[config.mk]
export PLATFORM = sky130hd
export DESIGN_NAME = kill_switch_monitor_flat
export DESIGN_NICKNAME = d
export VERILOG_FILES = /design/src/rtl/ksm_pkg.sv /design/src/rtl/ksm_req_if.sv /design/src/rtl/ksm_rsp_if.sv /design/src/rtl/ksm_switch_bank.sv /design/src/rtl/kill_switch_monitor.sv /design/src/flat_wrapper.sv
export SDC_FILE = /design/constraint.sdc
export NUM_CORES = 1
export LEC_CHECK = 0
export BUFFER_PORTS_ARGS = -buffer_cell sky130_fd_sc_hd__buf_2
export CORE_MARGIN = 1
export CORE_UTILIZATION = 40
export CTS_BUF_LIST = sky130_fd_sc_hd__clkbuf_4
export CTS_CLUSTER_SIZE = 25
export DETAILED_ROUTE_END_ITERATION = 10
export PLACE_DENSITY = 0.6
export SLEW_MARGIN = 40
export SYNTH_ARGS = -nofsm -noshare
export SYNTH_HDL_FRONTEND = slang
export SYNTH_SLANG_ARGS = --single-unit
[constraint.sdc]
create_clock -name clk -period 4.75 [get_ports clk]
set_input_delay 0.95 -clock clk [delete_from_list [all_inputs] [get_ports clk]]
set_output_delay 0.95 -clock clk [all_outputs]
set_load 0.1 [all_outputs]
[src/rtl/ksm_pkg.sv]
// ----------------------------------------------------------------------------
// kill switch monitor package
// shared constants and types for the kill switch monitor
// ----------------------------------------------------------------------------
`timescale 1ns / 1ps

package ksm_pkg;

  localparam int NUM_SWITCHES_DEF = 8;
  localparam int SWITCH_IDX_W     = 3;
  localparam int ELAPSED_W        = 16;
  localparam int CFG_IDX_W        = 1;
  localparam int CFG_DATA_W       = 16;

  localparam logic [ELAPSED_W-1:0] ELAPSED_MAX   = '1;
  localparam logic [ELAPSED_W-1:0] TIMEOUT_RESET = 16'd1000;

  // register indexes
  localparam logic [CFG_IDX_W-1:0] REG_TIMEOUT = 1'd0;
  localparam logic [CFG_IDX_W-1:0] REG_ACTIVE  = 1'd1;

  // request function codes
  localparam logic FUNC_UPDATE = 1'b0;
  localparam logic FUNC_TICK   = 1'b1;

  typedef struct packed {
    logic                    update;
    logic                    tick;
    logic [SWITCH_IDX_W-1:0] switch_index;
    logic                    assert_kill;
    logic                    needs_refresh;
  } bank_cmd_t;

  typedef struct packed {
    logic index_valid;
    logic kill_after_tick;
  } bank_status_t;

endpackage

[src/rtl/ksm_req_if.sv]
// ----------------------------------------------------------------------------
// kill switch monitor request channel
// valid/ready channel carrying one update or tick request
// ----------------------------------------------------------------------------
`timescale 1ns / 1ps

interface ksm_req_if;
  logic                              valid;
  logic                              ready;
  logic                              func;
  logic [ksm_pkg::SWITCH_IDX_W-1:0] switch_index;
  logic                              assert_kill;
  logic                              needs_refresh;

  modport source (output valid, func, switch_index, assert_kill, needs_refresh,
                  input ready);
  modport sink (input valid, func, switch_index, assert_kill, needs_refresh,
                output ready);
endinterface

[src/rtl/ksm_rsp_if.sv]
// ----------------------------------------------------------------------------
// kill switch monitor response channel
// valid/ready channel carrying the kill state and event pulses
// ----------------------------------------------------------------------------
`timescale 1ns / 1ps

interface ksm_rsp_if;
  logic valid;
  logic ready;
  logic kill_asserted;
  logic kill_event;
  logic enable_event;

  modport source (output valid, kill_asserted, kill_event, enable_event,
                  input ready);
  modport sink (input valid, kill_asserted, kill_event, enable_event,
                output ready);
endinterface

[src/rtl/ksm_switch_bank.sv]
// ----------------------------------------------------------------------------
// kill switch bank
// per-switch flags and elapsed tick counters with kill evaluation
// ----------------------------------------------------------------------------
`timescale 1ns / 1ps

module ksm_switch_bank #(
  parameter int NUM_SWITCHES = ksm_pkg::NUM_SWITCHES_DEF
) (
  input  logic                             clk,
  input  logic                             rst,
  input  ksm_pkg::bank_cmd_t               cmd,
  input  logic [ksm_pkg::ELAPSED_W-1:0]    timeout_ticks,
  output ksm_pkg::bank_status_t            status
);

  logic [NUM_SWITCHES-1:0] enabled;
  logic [NUM_SWITCHES-1:0] asserting;
  logic [NUM_SWITCHES-1:0] needs_refresh;
  logic [NUM_SWITCHES-1:0] sel;
  logic [NUM_SWITCHES-1:0] sw_kill;
  logic [ksm_pkg::ELAPSED_W-1:0] elapsed      [NUM_SWITCHES];
  logic [ksm_pkg::ELAPSED_W-1:0] elapsed_next [NUM_SWITCHES];

  for (genvar n = 0; n < NUM_SWITCHES; n++) begin : g_sw
    assign sel[n] = cmd.update && (32'(cmd.switch_index) == n);

    // saturating increment
    assign elapsed_next[n] = (elapsed[n] == ksm_pkg::ELAPSED_MAX) ? elapsed[n] :
                             elapsed[n] + 1'b1;

    assign sw_kill[n] = enabled[n] &&
                        (asserting[n] || (needs_refresh[n] && (elapsed_next[n] > timeout_ticks)));

    always_ff @(posedge clk) begin
      if (rst) begin
        enabled[n]       <= 1'b0;
        asserting[n]     <= 1'b0;
        needs_refresh[n] <= 1'b0;
        elapsed[n]       <= '0;
      end else if (sel[n]) begin
        enabled[n]       <= 1'b1;
        asserting[n]     <= cmd.assert_kill;
        needs_refresh[n] <= cmd.needs_refresh;
        elapsed[n]       <= '0;
      end else if (cmd.tick) begin
        elapsed[n]       <= elapsed_next[n];
      end
    end
  end

  assign status.index_valid     = 32'(cmd.switch_index) < NUM_SWITCHES;
  assign status.kill_after_tick = (|sw_kill) || !(|enabled);

endmodule

[src/rtl/kill_switch_monitor.sv]
// ----------------------------------------------------------------------------
// kill switch monitor
// combines kill switch sources into one kill state with event pulses
//
// channel  dir  content
// req      in   func, switch_index, assert_kill, needs_refresh
// rsp      out  kill_asserted, kill_event, enable_event
//
// one request per cycle while responses are taken; the response is registered and valid in the cycle after accept
// req ready is high whenever the response register is empty or being taken
// a stalled response holds the next request back, never drops it
// synchronous reset clears the switch table and asserts kill
// ----------------------------------------------------------------------------
`timescale 1ns / 1ps

module kill_switch_monitor #(
  parameter int NUM_SWITCHES = ksm_pkg::NUM_SWITCHES_DEF
) (
  input  logic                               clk,
  input  logic                               rst,
  ksm_req_if.sink                            req,
  ksm_rsp_if.source                          rsp,
  input  logic                               cfg_we,
  input  logic [ksm_pkg::CFG_IDX_W-1:0]      cfg_index,
  input  logic [ksm_pkg::CFG_DATA_W-1:0]     cfg_data
);

  logic [ksm_pkg::ELAPSED_W-1:0] timeout_ticks;
  logic                          monitor_active;
  logic                          kill_state;
  logic                          kill_state_next;
  logic                          kill_ev_next;
  logic                          enable_ev_next;
  logic                          accept;
  logic                          rsp_valid;
  logic                          kill_asserted;
  logic                          kill_event;
  logic                          enable_event;
  ksm_pkg::bank_cmd_t            cmd;
  ksm_pkg::bank_status_t         status;

  assign req.ready = !rsp_valid || rsp.ready;
  assign accept    = req.valid && req.ready;

  assign cmd.update        = accept && (req.func == ksm_pkg::FUNC_UPDATE);
  assign cmd.tick          = accept && (req.func == ksm_pkg::FUNC_TICK);
  assign cmd.switch_index  = req.switch_index;
  assign cmd.assert_kill   = req.assert_kill;
  assign cmd.needs_refresh = req.needs_refresh;

  ksm_switch_bank #(
    .NUM_SWITCHES(NUM_SWITCHES)
  ) u_bank (
    .clk          (clk),
    .rst          (rst),
    .cmd          (cmd),
    .timeout_ticks(timeout_ticks),
    .status       (status)
  );

  always_comb begin
    kill_state_next = kill_state;
    kill_ev_next    = 1'b0;
    enable_ev_next  = 1'b0;
    if (cmd.update && status.index_valid && monitor_active && req.assert_kill) begin
      kill_state_next = 1'b1;
      kill_ev_next    = 1'b1;
    end else if (cmd.tick && monitor_active &&
                 (status.kill_after_tick != kill_state)) begin
      kill_state_next = status.kill_after_tick;
      kill_ev_next    = status.kill_after_tick;
      enable_ev_next  = !status.kill_after_tick;
    end
  end

  always_ff @(posedge clk) begin
    if (rst) begin
      timeout_ticks  <= ksm_pkg::TIMEOUT_RESET;
      monitor_active <= 1'b0;
    end else if (cfg_we) begin
      unique case (cfg_index)
        ksm_pkg::REG_TIMEOUT: timeout_ticks  <= cfg_data[ksm_pkg::ELAPSED_W-1:0];
        ksm_pkg::REG_ACTIVE:  monitor_active <= cfg_data[0];
        default: ;
      endcase
    end
  end

  always_ff @(posedge clk) begin
    if (rst) begin
      kill_state <= 1'b1;
      rsp_valid  <= 1'b0;
    end else begin
      if (accept) begin
        kill_state <= kill_state_next;
        rsp_valid  <= 1'b1;
      end else if (rsp.ready) begin
        rsp_valid  <= 1'b0;
      end
    end
  end

  always_ff @(posedge clk) begin
    if (accept) begin
      kill_asserted <= kill_state_next;
      kill_event    <= kill_ev_next;
      enable_event  <= enable_ev_next;
    end
  end

  assign rsp.valid         = rsp_valid;
  assign rsp.kill_asserted = kill_asserted;
  assign rsp.kill_event    = kill_event;
  assign rsp.enable_event  = enable_event;

endmodule

[src/flat_wrapper.sv]
// flat-port wrapper written by rule: the top's interface ports become plain ports
module kill_switch_monitor_flat 
#(
  parameter int NUM_SWITCHES = ksm_pkg::NUM_SWITCHES_DEF
)
  (clk, rst, cfg_we, cfg_index, cfg_data, req_valid, req_func, req_switch_index, req_assert_kill, req_needs_refresh, req_ready, rsp_valid, rsp_kill_asserted, rsp_kill_event, rsp_enable_event, rsp_ready);
  ksm_req_if req_i ();
  ksm_rsp_if rsp_i ();
  input  logic clk;
  input  logic rst;
  input  logic cfg_we;
  input  logic [ksm_pkg::CFG_IDX_W-1:0] cfg_index;
  input  logic [ksm_pkg::CFG_DATA_W-1:0] cfg_data;
  input wire logic [$bits(req_i.valid)-1:0] req_valid;
  input wire logic [$bits(req_i.func)-1:0] req_func;
  input wire logic [$bits(req_i.switch_index)-1:0] req_switch_index;
  input wire logic [$bits(req_i.assert_kill)-1:0] req_assert_kill;
  input wire logic [$bits(req_i.needs_refresh)-1:0] req_needs_refresh;
  output wire logic [$bits(req_i.ready)-1:0] req_ready;
  output wire logic [$bits(rsp_i.valid)-1:0] rsp_valid;
  output wire logic [$bits(rsp_i.kill_asserted)-1:0] rsp_kill_asserted;
  output wire logic [$bits(rsp_i.kill_event)-1:0] rsp_kill_event;
  output wire logic [$bits(rsp_i.enable_event)-1:0] rsp_enable_event;
  input wire logic [$bits(rsp_i.ready)-1:0] rsp_ready;
  assign req_i.valid = req_valid;
  assign req_i.func = req_func;
  assign req_i.switch_index = req_switch_index;
  assign req_i.assert_kill = req_assert_kill;
  assign req_i.needs_refresh = req_needs_refresh;
  assign req_ready = req_i.ready;
  assign rsp_valid = rsp_i.valid;
  assign rsp_kill_asserted = rsp_i.kill_asserted;
  assign rsp_kill_event = rsp_i.kill_event;
  assign rsp_enable_event = rsp_i.enable_event;
  assign rsp_i.ready = rsp_ready;
  kill_switch_monitor #(.NUM_SWITCHES(NUM_SWITCHES)) u_core (.clk(clk), .rst(rst), .req(req_i), .rsp(rsp_i), .cfg_we(cfg_we), .cfg_index(cfg_index), .cfg_data(cfg_data));
endmodule
==> flow_summary.toml, run 1 <==
[place]
dp_hpwl_um = 21000
port-buffer-count = 32
place_inst = 1608
globalplace.congestion = 0.815

[global_route]
track_usage = 0.203
grt_max_degree = 67
top_usage_layer = "met2"
gr-usage-met2 = 0.317
antenna_found_initial = 4
grt_pass1_vias = 8606
use_met3 = 0.0335
grt_util_met1 = 0.289
grt_overflow_total = 0
grt_pass1_wl_um = 47300

[yosys]
synthFlopType = "edfxtp_1"
synth_area_leaders = "edfxtp_1 33%, ha_1 14%, dfxtp_1 7.2%"
synth-seq-cells = 174
synthArstFlopShare = 0
ys_types = 55
muxShareOfSynthArea = 0.0259
synth_top_cell_by_area = "edfxtp_1"
syn-cell-area_sq_mm = 0.0119
synthXorXnorAreaFrac = 0.0656
synth-simple-area-share = 0.250
synth_nets = 1380
netlist.area_leader.share = 0.331
synth_compound_area_frac = 0.0920
ys_warn_count = 0
synth_top_family_by_area = "simple AND/OR/NAND/NOR gates"
postSynthCellCount = 1216
ys_seq_area_frac = 0.403
synthAdderAreaFrac = 0.143
synth_edf_count = 131
avgSynthCellArea_sq_um = 9.78

[cts]
cts_tree = "built"
clk_path_buf_depth = 2
cts.sinks = 174
numCtsBuffers = 17
cts_root_buf = "clkbuf_4"
htreeDepth = 4
postCtsSetupBuffers = 0
cts_hold_buf = 0
worstSkewPairLatency_ns = 0.63
path_clk_slew_ns = 0.16
post_cts_resized = 0

[setup_path]
slowest_delay_ns = 0.56
crit_type = "reg2reg"
critPathTopFamily = "simple AND/OR/NAND/NOR gates"
cpMaxStageDelayCell = "nor3_1"
crit_fanout = 13
worstPathCellList = "ha_1, nand2_1, nor3_1, nand3_2, nand2_1, nor2_1, xnor2_1, ha_1, a21oi_1, o21ai_0, a2111oi_0, o211ai_1, a32o_1, nor4_2, a21oi_1"
crit_required_ns = 5.12
worst_setup_path_start_kind = "flip-flop"
crit_buf_inv = 0
end_kind = "flip-flop"
arrival_ns = 4.64

[cells_and_area]
mostFrequentLayoutCell = "ha_1"
multi_input_area_sq_mm = 0.00688
fillers = 2857
regArea_sq_mm = 0.00479
most-common-layout-cells = "136 x ha_1, 131 x edfxtp_1, 120 x and2_1"
area_delta_synth_final_pct = 7.48
drive_above_1_share = 0.0796
stdcell_count = 1643
fin_nets = 1407

[die]
core_area_sq_mm = 0.0290
initial_utilization = 0.410
row_count = 62
die-area_sq_mm = 0.0304
pin_count = 33
fp.dieH_um = 174
die_x_um = 174

[timing]
worstMarginPinSlew_ns = 0.795
max_slew_margin = 0.469
rsz0062_at_grt = "false"
final-max-slew-violation-count = 0
period_share = 0.897
hold_violations = 0
setup_viol = 0
timing.fmax_ghz = 0.235
fin_crit_ns = 4.26
setup_tns_ns = 0
clock_skew_ns = 0.0383

[min_path]
hold_class = "reg2reg"

[drt]
wl_um = 29900
dr.pass1.iters = 5
ant_nets = 0
routedWlPerCell_um = 18.2
drc = 0
vias_per_cell = 5.57
drt_iter0_markers = 633
via_count = 9151

[power]
total_leakage_power_nw = 5.14
ir_drop_uv = 134
p_per_area_mw_per_mm2 = 253

[run]
cap_violations = 0

[run_status]
outcome = "completed"
==> cell usage after synthesis, drive strengths merged, types with 6 or more instances <==
cell,n
ha,136
edfxtp,131
and2,120
nand2,100
a21oi,83
nor2,81
nand3,71
xnor2,61
nand4,59
dfxtp,43
inv,33
and3,30
xor2,28
clkbuf,27
nor3,22
nor2b,20
o21ai,17
mux2i,15
mux2,14
nand2b,12
o211ai,11
and4,10
nor4,10
a31oi,9
a21boi,8
o21a,8
a2111oi,7
a211o,6
nor3b,6
==> power breakdown <==
| group | leakage (nW) | switching [mW] | internal, mW |
|---|---|---|---|
| sequential | 1.74 | 0.0797 | 1.73 |
| combinational | 3.26 | 0.347 | 0.212 |
| clock | 0.142 | 0.634 | 0.234 |
| total | 5.14 | 1.06 | 2.17 |
==> per-stage QoR <==
step	setup slack (ns)	instance area (sq um)	util	total power, mW	hold slack, ns
after global routing	0.117	12800	0.440	3.40	0.477
after CTS	0.435	12800	0.440	3.26	0.467
after floorplan	1.04	11900	-	2.21	0.435
final	0.488	12800	0.441	3.24	0.472
after detailed placement	0.428	12500	0.430	2.39	0.446
after global placement	0.575	12500	0.430	2.38	0.441
==> final timing paths <==
check	startpoint	end	slack (ns)	depth (start not counted)
max	u_core.u_bank.elapsed[0][32]	u_core.rsp.kill_asserted	0.49	15
min	u_core.timeout_ticks[14]	u_core.timeout_ticks[14]	0.47	2
max reg2reg	u_core.u_bank.elapsed[0][32]	u_core.rsp.kill_asserted	0.49	15
min reg2reg	u_core.timeout_ticks[14]	u_core.timeout_ticks[14]	0.47	2
==> sequential cells by signal (all words and copies together), names as in the netlist <==
name                         flops
u_core.u_bank.enabled            8
u_core.rsp.kill_event            1
u_core.u_bank.elapsed          128
u_core.u_bank.needs_refresh      8
u_core.rsp.valid                 1
u_core.timeout_ticks            16
u_core.rsp.enable_event          1
u_core.rsp.kill_asserted         1
u_core.u_bank.asserting          8
u_core.kill_state                1
u_core.monitor_active            1
==> worst reg2reg max path: stages, from the launching register on <==
cell       delay (ns)
edfxtp_1         0.41
ha_1             0.21
nand2_1          0.08
nor3_1           0.56
nand3_2          0.38
nand2_1          0.21
nor2_1           0.08
xnor2_1          0.17
ha_1             0.29
a21oi_1          0.13
o21ai_0          0.10
a2111oi_0        0.44
o211ai_1         0.19
a32o_1           0.27
nor4_2           0.41
a21oi_1          0.12
==> cells by family after synthesis <==
kind of cell	Yosys count
buf+inv	62
fa+ha+maj	136
mux	29
flops	174
xor+xnor	89
simple gates	552
compound gates	174
==> metal layers <==
layer	vias to the layer above	share of wire
met3	34	0.052
met2	205	0.44
met1	4366	0.49
li1	4544	-
met4	2	0.018
met5	-	0.00043
==> area by class of cell <==
type | instances | share of cell area
diodes | 3 | 0.000587
clock buffers | 17 | 0.00999
clock inverters | 15 | 0.0114
inverters | 33 | 0.00969
multi-input cells | 980 | 0.539
flip-flops and latches | 174 | 0.375
well taps | 384 | 0.0376
repair buffers | 37 | 0.0170
No activity file was read; power rests on OpenSTA's default activity.
==> inputs of run 2 (changes only) <==
Settings changed: ABC_AREA set to 1, SLEW_MARGIN 40 to 20.
==> run 2 against run 1 <==
Worst hold slack lost 0.010 ns. Fmax grew 21%. Register-to-register slack gained 0.75 ns. Clock power grew 5.4%. Design area grew 9.8%. Synthesized cell count grew 37%. Setup slack gained 0.75 ns. Sequential power is essentially flat. Critical endpoint unchanged.
==> flow_summary.toml, run 2 <==
[run_status]
outcome = "completed"

[drt]
drt_iter0_markers = 624
wl_um = 32300
vias_per_cell = 5.01
routedWlPerCell_um = 15.1
dr.pass1.iters = 5
ant_nets = 0
drc = 0
via_count = 10800

[die]
die-area_sq_mm = 0.0336
fp.dieH_um = 183
pin_count = 33
die_x_um = 183
row_count = 66
initial_utilization = 0.405
core_area_sq_mm = 0.0325

[setup_path]
ff2ff_path_depth = 22
crit_required_ns = 5.13
arrival_ns = 3.89
crit_type = "reg2reg"
end_kind = "flip-flop"
crit_fanout = 25
worst_setup_path_start_kind = "flip-flop"

[min_path]
hold_path_depth = 2
hold_class = "reg2reg"

[place]
globalplace.congestion = 0.858
port-buffer-count = 32
dp_hpwl_um = 23600

[yosys]
ys_warn_count = 0
ys_types = 49
synth_area_leaders = "edfxtp_1 30%, ha_1 13%, nand2_1 11%"
synth_edf_count = 131
synth-seq-cells = 174
ys_seq_area_frac = 0.365
netlist.area_leader.share = 0.299
avgSynthCellArea_sq_um = 7.89
syn-cell-area_sq_mm = 0.0132
synth_nets = 1831
synthArstFlopShare = 0
synthFlopType = "edfxtp_1"
synth_top_cell_by_area = "edfxtp_1"
synth_most_common_cell = "nand2_1"
postSynthCellCount = 1667
synth.cells.most_frequent = "372 x nand2_1, 220 x inv_1, 185 x nor2_1"

[power]
total_leakage_power_nw = 6.36
switching_share = 0.330
switchingPower_mw = 1.12
ir_drop_uv = 144
p_int_mw = 2.28
p_seq_frac = 0.532
clkPwrFrac = 0.269
comb_power_share = 0.199
finalPower_mw = 3.40
p_per_area_mw_per_mm2 = 242

[cts]
postCtsSetupBuffers = 0
post_cts_resized = 0
numCtsBuffers = 17
path_clk_slew_ns = 0.15
cts_hold_buf = 0
clk_path_buf_depth = 2
htreeDepth = 4
cts_root_buf = "clkbuf_4"
worstSkewPairLatency_ns = 0.60
cts_tree = "built"
cts.sinks = 174

[timing]
setup_viol = 0
worstMarginPinSlew_ns = 0.786
rsz0062_at_grt = "false"
max_slew_margin = 0.475
hold_violations = 0
clock_skew_ns = 0.0233
final-max-slew-violation-count = 0
setup_tns_ns = 0
period_share = 0.739
timing.fmax_ghz = 0.285
fin_crit_ns = 3.51

[cells_and_area]
drive_above_1_share = 0.0957
area_delta_synth_final_pct = 6.70
fin_nets = 1855
reg_top3 = "u_core.u_bank.elapsed: 128 flops, u_core.timeout_ticks: 16 flops"
most-common-layout-cells = "372 x nand2_1, 220 x inv_1, 185 x nor2_1"
largest_reg_flops = 128
multi_input_area_sq_mm = 0.00730
registers.top_by_ff_count = "u_core.u_bank.elapsed"
regArea_sq_mm = 0.00479
fillers = 3267
mostFrequentLayoutCell = "nand2_1"

[run]
cap_violations = 0

[global_route]
track_usage = 0.199
grt_overflow_total = 0
grt_max_degree = 60
grt_pass1_vias = 10400
antenna_found_initial = 1
grt_pass1_wl_um = 52400
==> run 2: logic make-up after synthesis <==
family	synth area share
AOI/OAI and AO/OA	0.104
xor gates and xnor gates	0.0546
adders and majority gates	0.129
buffers and inverters	0.0802
DFF	0.365
and+or+nand+nor	0.267
==> run 2: worst paths after layout <==
kind              slack, ns                    startpoint                    endpoint
hold / removal         0.46    u_core.u_bank.asserting[6]  u_core.u_bank.asserting[6]
hold reg to reg        0.46    u_core.u_bank.asserting[6]  u_core.u_bank.asserting[6]
setup / recovery       1.24  u_core.u_bank.elapsed[0][48]    u_core.rsp.kill_asserted
setup reg to reg       1.24  u_core.u_bank.elapsed[0][48]    u_core.rsp.kill_asserted
==> run 2: area by class of cell <==
class / instances / area share
antenna: 1 / 0.000178
clock buffer: 17 / 0.00909
multi-input combinational: 1226 / 0.520
tap: 442 / 0.0394
sequential: 174 / 0.342
timing repair buffer: 36 / 0.0144
clock inverter: 15 / 0.0114
inverter: 236 / 0.0634
==> run 2: layer usage <==
metal | part of all wire | routed length (um) | track usage | vias up
met5 | 0 | 0 | 0 | -
met3 | 0.034 | 1110 | 0.0242 | 39
met2 | 0.48 | 15400 | 0.343 | 173
met1 | 0.47 | 15200 | 0.260 | 4965
met4 | 0.020 | 652 | 0.0610 | 0
li1 | - | - | - | 5583
==> run 2: critical path, stage by stage (launching register included) <==
cell,delay [ns]
edfxtp_1,0.46
ha_1,0.25
nand3_1,0.18
nor3_2,0.09
nand3_2,0.09
nor2_2,0.05
nand2_2,0.36
inv_1,0.12
nor4_1,0.31
nor2_1,0.08
ha_1,0.28
nand2_1,0.06
nor2_1,0.14
nand4_1,0.10
o21a_1,0.18
nand2_1,0.07
nand2_1,0.05
nand2_1,0.05
nand2_1,0.05
nor2_1,0.08
nand2_1,0.10
nand2_1,0.09
nand2_1,0.05
==> run 2: power groups by stage <==
stage	Combinational, mW	Sequential, mW	Clock, mW
2_1_floorplan	0.487	1.83	0
3_3_place_gp	0.660	1.84	0
3_5_place_dp	0.678	1.84	0
4_1_cts	0.682	1.81	0.941
5_1_grt	0.785	1.82	0.993
6_report	0.678	1.81	0.915
==> run 2: per-stage QoR <==
step	hold slack (ns)	utilization	setup slack, ns	instances	instance area (sq um)
2_1_floorplan	0.430	-	1.57	1667	13200
3_3_place_gp	0.438	0.423	1.38	2114	13700
3_5_place_dp	0.442	0.423	1.30	2114	13700
4_1_cts	0.463	0.432	1.27	2146	14000
5_1_grt	0.484	0.432	0.788	2147	14000
6_report	0.462	0.432	1.24	2147	14000
